--- config.mk ---
export PLATFORM = sky130hd
export DESIGN_NAME = assembly_word_lexer
export DESIGN_NICKNAME = d
export VERILOG_FILES = /design/src/rtl/awl_pkg.sv /design/src/rtl/assembly_word_lexer.sv
export SDC_FILE = /design/constraint.sdc
export NUM_CORES = 1
export LEC_CHECK = 0
export BUFFER_PORTS_ARGS = -buffer_cell sky130_fd_sc_hd__buf_4
export CELL_PAD_IN_SITES_DETAIL_PLACEMENT = 2
export CELL_PAD_IN_SITES_GLOBAL_PLACEMENT = 2
export CORE_MARGIN = 5
export CORE_UTILIZATION = 36
export DETAILED_ROUTE_END_ITERATION = 10
export PLACE_DENSITY_LB_ADDON = 0.1
export SLEW_MARGIN = 20
export SYNTH_ARGS = -nofsm -noshare
export SYNTH_HDL_FRONTEND = slang
export SYNTH_SLANG_ARGS = --single-unit
--- constraint.sdc ---
create_clock -name clk -period 2.7 [get_ports clk]
set_input_delay 0.135 -clock clk [delete_from_list [all_inputs] [get_ports clk]]
set_output_delay 0.135 -clock clk [all_outputs]
set_load 0.1 [all_outputs]
--- src/rtl/awl_pkg.sv ---
// Package for the assembly word lexer: token kinds, DFA node codes,
// status codes and the per-character classification functions.
// Depends on nothing; used by assembly_word_lexer.
`default_nettype none

package awl_pkg;

  // Longest word length that is counted before the count saturates.
  localparam int MAX_WORD_LENGTH = 255;
  localparam logic [7:0] LEN_CAP =
    8'((MAX_WORD_LENGTH < 255) ? MAX_WORD_LENGTH : 255);

  // Largest byte code that counts as whitespace.
  localparam logic [7:0] SPACE_MAX = 8'd32;

  typedef logic [4:0] node_t;
  typedef logic [4:0] kind_t;
  typedef logic [1:0] status_t;

  // Keyword DFA nodes: the root, one node per mnemonic, and the dead node.
  localparam node_t NODE_ROOT = 5'd0;
  localparam node_t NODE_BR   = 5'd1;
  localparam node_t NODE_LD   = 5'd2;
  localparam node_t NODE_STR  = 5'd3;
  localparam node_t NODE_OUT  = 5'd4;
  localparam node_t NODE_ADD  = 5'd5;
  localparam node_t NODE_SUB  = 5'd6;
  localparam node_t NODE_MUL  = 5'd7;
  localparam node_t NODE_DIV  = 5'd8;
  localparam node_t NODE_INC  = 5'd9;
  localparam node_t NODE_DEC  = 5'd10;
  localparam node_t NODE_BE   = 5'd11;
  localparam node_t NODE_BN   = 5'd12;
  localparam node_t NODE_BG   = 5'd13;
  localparam node_t NODE_BS   = 5'd14;
  localparam node_t NODE_BGE  = 5'd15;
  localparam node_t NODE_BSE  = 5'd16;
  localparam node_t NODE_DEAD = 5'd31;

  // Token kinds other than the mnemonics, which share the node codes.
  localparam kind_t KIND_UNKNOWN = 5'd0;
  localparam kind_t KIND_INT     = 5'd17;
  localparam kind_t KIND_REG     = 5'd18;
  localparam kind_t KIND_LABEL   = 5'd19;

  // Integer literal recognizer states.
  localparam status_t INT_EMPTY   = 2'd0;
  localparam status_t INT_ZERO    = 2'd1;
  localparam status_t INT_DIGITS  = 2'd2;
  localparam status_t INT_NONE    = 2'd3;

  // Register name recognizer states.
  localparam status_t REG_EMPTY   = 2'd0;
  localparam status_t REG_R       = 2'd1;
  localparam status_t REG_R_DIGIT = 2'd2;
  localparam status_t REG_NONE    = 2'd3;

  function automatic logic is_digit(input logic [7:0] c);
    return (c >= "0") && (c <= "9");
  endfunction

  function automatic logic is_label_start(input logic [7:0] c);
    return ((c >= "A") && (c <= "Z")) || ((c >= "a") && (c <= "z")) ||
           (c == "_") || (c == "$");
  endfunction

  // Length in bytes of the mnemonic that a node stands for.
  function automatic logic [1:0] mnem_len(input node_t node);
    logic [1:0] len;
    case (node)
      NODE_BR, NODE_LD, NODE_BE, NODE_BN, NODE_BG, NODE_BS: len = 2'd2;
      default: len = 2'd3;
    endcase
    return len;
  endfunction

  // One step of the keyword trie. pos is the number of bytes already in
  // the word; a node names the lowest mnemonic that still matches, or the
  // mnemonic that the word equals when it has that length.
  function automatic node_t next_node(input node_t node, input logic [7:0] pos,
                                      input logic [7:0] c);
    node_t r;
    r = NODE_DEAD;
    if (pos == 8'd0) begin
      if (node == NODE_ROOT) begin
        case (c)
          "b": r = NODE_BR;
          "l": r = NODE_LD;
          "s": r = NODE_STR;
          "o": r = NODE_OUT;
          "a": r = NODE_ADD;
          "m": r = NODE_MUL;
          "d": r = NODE_DIV;
          "i": r = NODE_INC;
          default: r = NODE_DEAD;
        endcase
      end
    end else if (pos == 8'd1) begin
      case (node)
        NODE_BR: begin
          case (c)
            "r": r = NODE_BR;
            "e": r = NODE_BE;
            "n": r = NODE_BN;
            "g": r = NODE_BG;
            "s": r = NODE_BS;
            default: r = NODE_DEAD;
          endcase
        end
        NODE_LD:  r = (c == "d") ? NODE_LD : NODE_DEAD;
        NODE_STR: begin
          case (c)
            "t": r = NODE_STR;
            "u": r = NODE_SUB;
            default: r = NODE_DEAD;
          endcase
        end
        NODE_OUT: r = (c == "u") ? NODE_OUT : NODE_DEAD;
        NODE_ADD: r = (c == "d") ? NODE_ADD : NODE_DEAD;
        NODE_MUL: r = (c == "u") ? NODE_MUL : NODE_DEAD;
        NODE_DIV: begin
          case (c)
            "i": r = NODE_DIV;
            "e": r = NODE_DEC;
            default: r = NODE_DEAD;
          endcase
        end
        NODE_INC: r = (c == "n") ? NODE_INC : NODE_DEAD;
        default:  r = NODE_DEAD;
      endcase
    end else if (pos == 8'd2) begin
      case (node)
        NODE_BG:  r = (c == "e") ? NODE_BGE : NODE_DEAD;
        NODE_BS:  r = (c == "e") ? NODE_BSE : NODE_DEAD;
        NODE_STR: r = (c == "r") ? NODE_STR : NODE_DEAD;
        NODE_SUB: r = (c == "b") ? NODE_SUB : NODE_DEAD;
        NODE_OUT: r = (c == "t") ? NODE_OUT : NODE_DEAD;
        NODE_ADD: r = (c == "d") ? NODE_ADD : NODE_DEAD;
        NODE_MUL: r = (c == "l") ? NODE_MUL : NODE_DEAD;
        NODE_DIV: r = (c == "v") ? NODE_DIV : NODE_DEAD;
        NODE_DEC: r = (c == "c") ? NODE_DEC : NODE_DEAD;
        NODE_INC: r = (c == "c") ? NODE_INC : NODE_DEAD;
        default:  r = NODE_DEAD;
      endcase
    end
    return r;
  endfunction

endpackage

`default_nettype wire

--- src/rtl/assembly_word_lexer.sv ---
// Assembly word lexer: splits a byte stream into whitespace-separated words
// and emits one classified token per word. Depends on awl_pkg.
`default_nettype none

//  channel  handshake            payload
//  input    in_valid/in_ready    char_code[7:0]
//  output   out_valid/out_ready  token_kind[4:0], word_length[7:0]
//
// One byte a cycle sustained while no token waits at a word end: a byte
// enters the input register, from which the per-character DFA updates the
// word state and, on whitespace ending a word, loads the result register.
// Only a word-ending byte waits for a free result register; other bytes
// pass while a token is still waiting. Reset is synchronous and clears the
// word state and both valid flags.

module assembly_word_lexer (
  input  wire logic       clk,
  input  wire logic       rst,
  input  wire logic       in_valid,
  output logic            in_ready,
  input  wire logic [7:0] char_code,
  output logic            out_valid,
  input  wire logic       out_ready,
  output logic [4:0]      token_kind,
  output logic [7:0]      word_length
);

  // Input register.
  logic                 held;
  logic [7:0]           char_q;

  // Running word state.
  logic                 in_word;
  awl_pkg::node_t       keyword_node;
  awl_pkg::status_t     integer_status;
  awl_pkg::status_t     register_status;
  logic                 label_valid;
  logic [7:0]           length_count;

  awl_pkg::node_t       keyword_node_next;
  awl_pkg::status_t     integer_status_next;
  awl_pkg::status_t     register_status_next;
  logic                 label_valid_next;
  awl_pkg::kind_t       kind_now;

  logic                 is_space;
  logic                 emits;
  logic                 advance;

  assign is_space = (char_q <= awl_pkg::SPACE_MAX);
  assign emits    = held && is_space && in_word;
  // The held byte moves on unless it ends a word and the result slot is full and not being read.
  assign advance  = held && (!emits || !out_valid || out_ready);
  assign in_ready = !held || advance;

  // Kind of the word collected so far, in priority order.
  always_comb begin
    if ((keyword_node >= awl_pkg::NODE_BR) && (keyword_node <= awl_pkg::NODE_BSE) &&
        ({6'd0, awl_pkg::mnem_len(keyword_node)} == length_count)) begin
      kind_now = keyword_node;
    end else if ((integer_status == awl_pkg::INT_ZERO) ||
                 (integer_status == awl_pkg::INT_DIGITS)) begin
      kind_now = awl_pkg::KIND_INT;
    end else if (register_status == awl_pkg::REG_R_DIGIT) begin
      kind_now = awl_pkg::KIND_REG;
    end else if (label_valid) begin
      kind_now = awl_pkg::KIND_LABEL;
    end else begin
      kind_now = awl_pkg::KIND_UNKNOWN;
    end
  end

  // Per-character updates of the recognizers.
  always_comb begin
    keyword_node_next = awl_pkg::next_node(keyword_node, length_count, char_q);

    case (integer_status)
      awl_pkg::INT_EMPTY: begin
        if (char_q == "0") begin
          integer_status_next = awl_pkg::INT_ZERO;
        end else if (awl_pkg::is_digit(char_q)) begin
          integer_status_next = awl_pkg::INT_DIGITS;
        end else begin
          integer_status_next = awl_pkg::INT_NONE;
        end
      end
      awl_pkg::INT_DIGITS: begin
        integer_status_next = awl_pkg::is_digit(char_q) ? awl_pkg::INT_DIGITS
                                                        : awl_pkg::INT_NONE;
      end
      default: integer_status_next = awl_pkg::INT_NONE;
    endcase

    case (register_status)
      awl_pkg::REG_EMPTY: begin
        register_status_next = (char_q == "r") ? awl_pkg::REG_R : awl_pkg::REG_NONE;
      end
      awl_pkg::REG_R: begin
        register_status_next = awl_pkg::is_digit(char_q) ? awl_pkg::REG_R_DIGIT
                                                         : awl_pkg::REG_NONE;
      end
      default: register_status_next = awl_pkg::REG_NONE;
    endcase

    if (!in_word) begin
      label_valid_next = label_valid && awl_pkg::is_label_start(char_q);
    end else begin
      label_valid_next = label_valid &&
                         (awl_pkg::is_label_start(char_q) || awl_pkg::is_digit(char_q));
    end
  end

  // Input register: takes a byte whenever it is empty or the previous one moves on.
  always_ff @(posedge clk) begin
    if (rst) begin
      held <= 1'b0;
    end else if (in_ready) begin
      held <= in_valid;
    end
    if (in_ready && in_valid) begin
      char_q <= char_code;
    end
  end

  // Word state: a word byte advances the DFA, whitespace clears it.
  always_ff @(posedge clk) begin
    if (rst) begin
      in_word         <= 1'b0;
      keyword_node    <= awl_pkg::NODE_ROOT;
      integer_status  <= awl_pkg::INT_EMPTY;
      register_status <= awl_pkg::REG_EMPTY;
      label_valid     <= 1'b1;
      length_count    <= 8'd0;
    end else if (advance) begin
      if (is_space) begin
        in_word         <= 1'b0;
        keyword_node    <= awl_pkg::NODE_ROOT;
        integer_status  <= awl_pkg::INT_EMPTY;
        register_status <= awl_pkg::REG_EMPTY;
        label_valid     <= 1'b1;
        length_count    <= 8'd0;
      end else begin
        in_word         <= 1'b1;
        keyword_node    <= keyword_node_next;
        integer_status  <= integer_status_next;
        register_status <= register_status_next;
        label_valid     <= label_valid_next;
        if (length_count < awl_pkg::LEN_CAP) begin
          length_count <= length_count + 8'd1;
        end
      end
    end
  end

  // Result register: loaded when a word ends, freed on an output transfer.
  always_ff @(posedge clk) begin
    if (rst) begin
      out_valid <= 1'b0;
    end else if (advance && emits) begin
      out_valid <= 1'b1;
    end else if (out_ready) begin
      out_valid <= 1'b0;
    end
    if (advance && emits) begin
      token_kind  <= kind_now;
      word_length <= length_count;
    end
  end

endmodule

`default_nettype wire
==> out/results.txt <==
outcome = completed
most frequent cell after synthesis = nor2_1
Mapped Cells = 366
Clock Root Buffer = clkbuf_8
Synth Net Count = 384
Post-synth top cells = nor2_1, a21oi_1, nand2_1
Post-synth EDFFs = 21
total core area = 8180 sq um
GRT Overall Usage = 20.5%
Fill cells = 931
Initial DRC Count = 108
Die Wd = 101 um
global placement routability congestion = 0.873
die area = 10300 sq um
Starting Density = 36.7%
minimum clock period = 2.52 ns
fin. max-slew vios = 0
setup TNS = 0 ns
worst-margin pin slew = 0.783 ns
ys async rst share = 0%
worst-skew pair later-pin latency = 0.30 ns
worst hold path type = primary input to flip-flop
Mean Syn Cell Area = 8.20 sq um
Ys Warns = 0
post-DP HPWL = 8020 um
number of global-route vias before repair = 3062
Power Density = 428 nW/um^2
Final period util = 93.3%
register share of total power = 50.4%
TritonCTS clock tree = done
1st-pass router iterations = 4
CP startpoint kind = flip-flop
flop and latch count out of synthesis = 42
Crit Path Category = flip-flop to flip-flop
Seq/Total Area, Yosys = 35.0%
Gate power share = 20.8%
CP arrival = 2.71 ns
Critical Path End Type = flip-flop
IO buf count = 26
Net Sw Power = 0.476 mW
ys flop type = edfxtp_1
initial antenna violation count = 0
routed vias/inst = 5.88
detailed-route wire length per cell = 20.5 um
# diodes = 0
Clock transition at path regs = 0.09 ns
CTS buffer count = 5
largest net degree at the start of global routing = 17
max_slew headroom = 47.6%
Ports = 27
Synth Cell Area = 3000 sq um
FMAX = 0.397 GHz
Leak = 1.17 nW
Syn-to-layout area delta = 14.4%
post-synth top area share = 21.0%
Die Height = 101 um
Final Skew = 0.0144 ns
Crit Path Max Fanout = 9
grt ovf = 0
TritonCTS Sinks = 42
Synth area leaders = edfxtp_1, dfxtp_1, nor2_1
RSZ-0062 raised after global routing = false
Post-Route WL = 10200 um
Post-CTS Setup Inserts = 0
H-tree levels = 2
Hold Fails Final Rpt = 0
post-route ant nets = 0
Cell Rows = 33
# nets final = 410
global-route wire length before repair = 16500 um
Clock power frac = 28.8%
final core occ = 42.0%
area leader, netlist = edfxtp_1
clock buffer depth = 2
worst path required time = 2.89 ns
# setup viols final = 0
share of post-route cells with drive strength above 1 = 15.5%
DRC = 0
worst vdd ir = 0.000240 V
Yosys cell types = 66
switch share = 32.4%
routed via count = 2930
Max-cap violations = 0
internal power = 0.993 mW
[worst max-delay path, stage by stage, from the launching register on]
cell,delay [ns]
edfxtp_1,0.50
buf_4,0.22
nor4b_1,0.59
nand2_1,0.33
a22oi_1,0.24
o41ai_1,0.12
o31ai_1,0.28
a21oi_1,0.12
[per-stage QoR]
stage               power [mW]  std cells  hold WS, ns  area [sq um]  setup slack, ns
floorplan                0.950        366        0.234          3000            0.210
global placement          1.04        486        0.313          3300            0.280
detailed placement        1.05        486        0.314          3300            0.260
CTS                       1.47        494      0.00828          3390            0.245
global route              1.55        498     0.000674          3430           0.0190
finish                    1.47        498       0.0150          3430            0.181
[worst paths after layout]
path / startpoint / to / slack (ns) / depth (start not counted)
max: char_q[0]$_DFFE_PP_ / keyword_node[4]$_SDFFE_PP0P_ / 0.18 / 7
min: char_code[3] / char_q[3]$_DFFE_PP_ / 0.02 / 1
max reg2reg: char_q[0]$_DFFE_PP_ / keyword_node[4]$_SDFFE_PP0P_ / 0.18 / 7
min reg2reg: register_status[0]$_SDFFE_PP0P_ / register_status[0]$_SDFFE_PP0P_ / 0.50 / 2
[metal layers]
| metal | GRT usage [%] | vias to the layer above | wire length, um |
|---|---|---|---|
| met1 | 27.4 | 1476 | 4650 |
| met3 | 2.41 | 7 | 260 |
| li1 | - | 1406 | - |
| met2 | 36.0 | 41 | 5230 |
| met5 | 0 | - | 0 |
| met4 | 3.68 | 0 | 79 |
[power groups by stage]
stage               combinational [mW]  clock [mW]  sequential [mW]
finish                           0.305       0.424            0.741
global route                     0.337       0.467            0.747
CTS                              0.300       0.433            0.741
detailed placement               0.297           0            0.756
global placement                 0.288           0            0.752
floorplan                        0.226           0            0.724
[repair_timing]
item | 4_1_cts | 5_1_grt
endpoints found under the hold margin | 0 | 4
hold buffers | 0 | 4
resized for setup | 0 | 0
[layout by cell type, fill, tap and decap left out, types with 9 or more instances in the layout]
cell type	n
o21ai_0	16
nand2b_1	10
dfxtp_1	21
a211oi_1	12
nand2_1	27
nor2_1	45
nor3_1	11
buf_4	40
edfxtp_1	21
nor2b_1	9
inv_1	14
nand3_1	23
a21oi_1	27
[sequential cells by signal, indices dropped and copies added, names as in the netlist]
name and flops:
held 1, char_q 8, word_length 8, in_word 1, token_kind 5, length_count 8
register_status 2, keyword_node 5, out_valid 1, label_valid 1, integer_status 2
[cell families after synthesis]
logic type	count (synthesis)	share of synthesized area, %
fa+ha+maj	6	2.50
compound gates	95	21.3
xor+xnor	12	3.50
mux	4	1.38
buf+inv	39	6.08
flops	42	35.0
simple gates	168	30.2
[layout make-up]
cell class | instances | area (sq um) | share of cell area (%)
flip-flops and latches | 42 | 1050 | 30.6
clock buffers | 5 | 68.8 | 2.00
repair buffers | 44 | 340 | 9.91
well taps | 105 | 131 | 3.83
clock inverters | 3 | 21.3 | 0.619
multi-input cells | 285 | 1770 | 51.5
inverters | 14 | 52.6 | 1.53
Power figures use the tool's default switching activity.
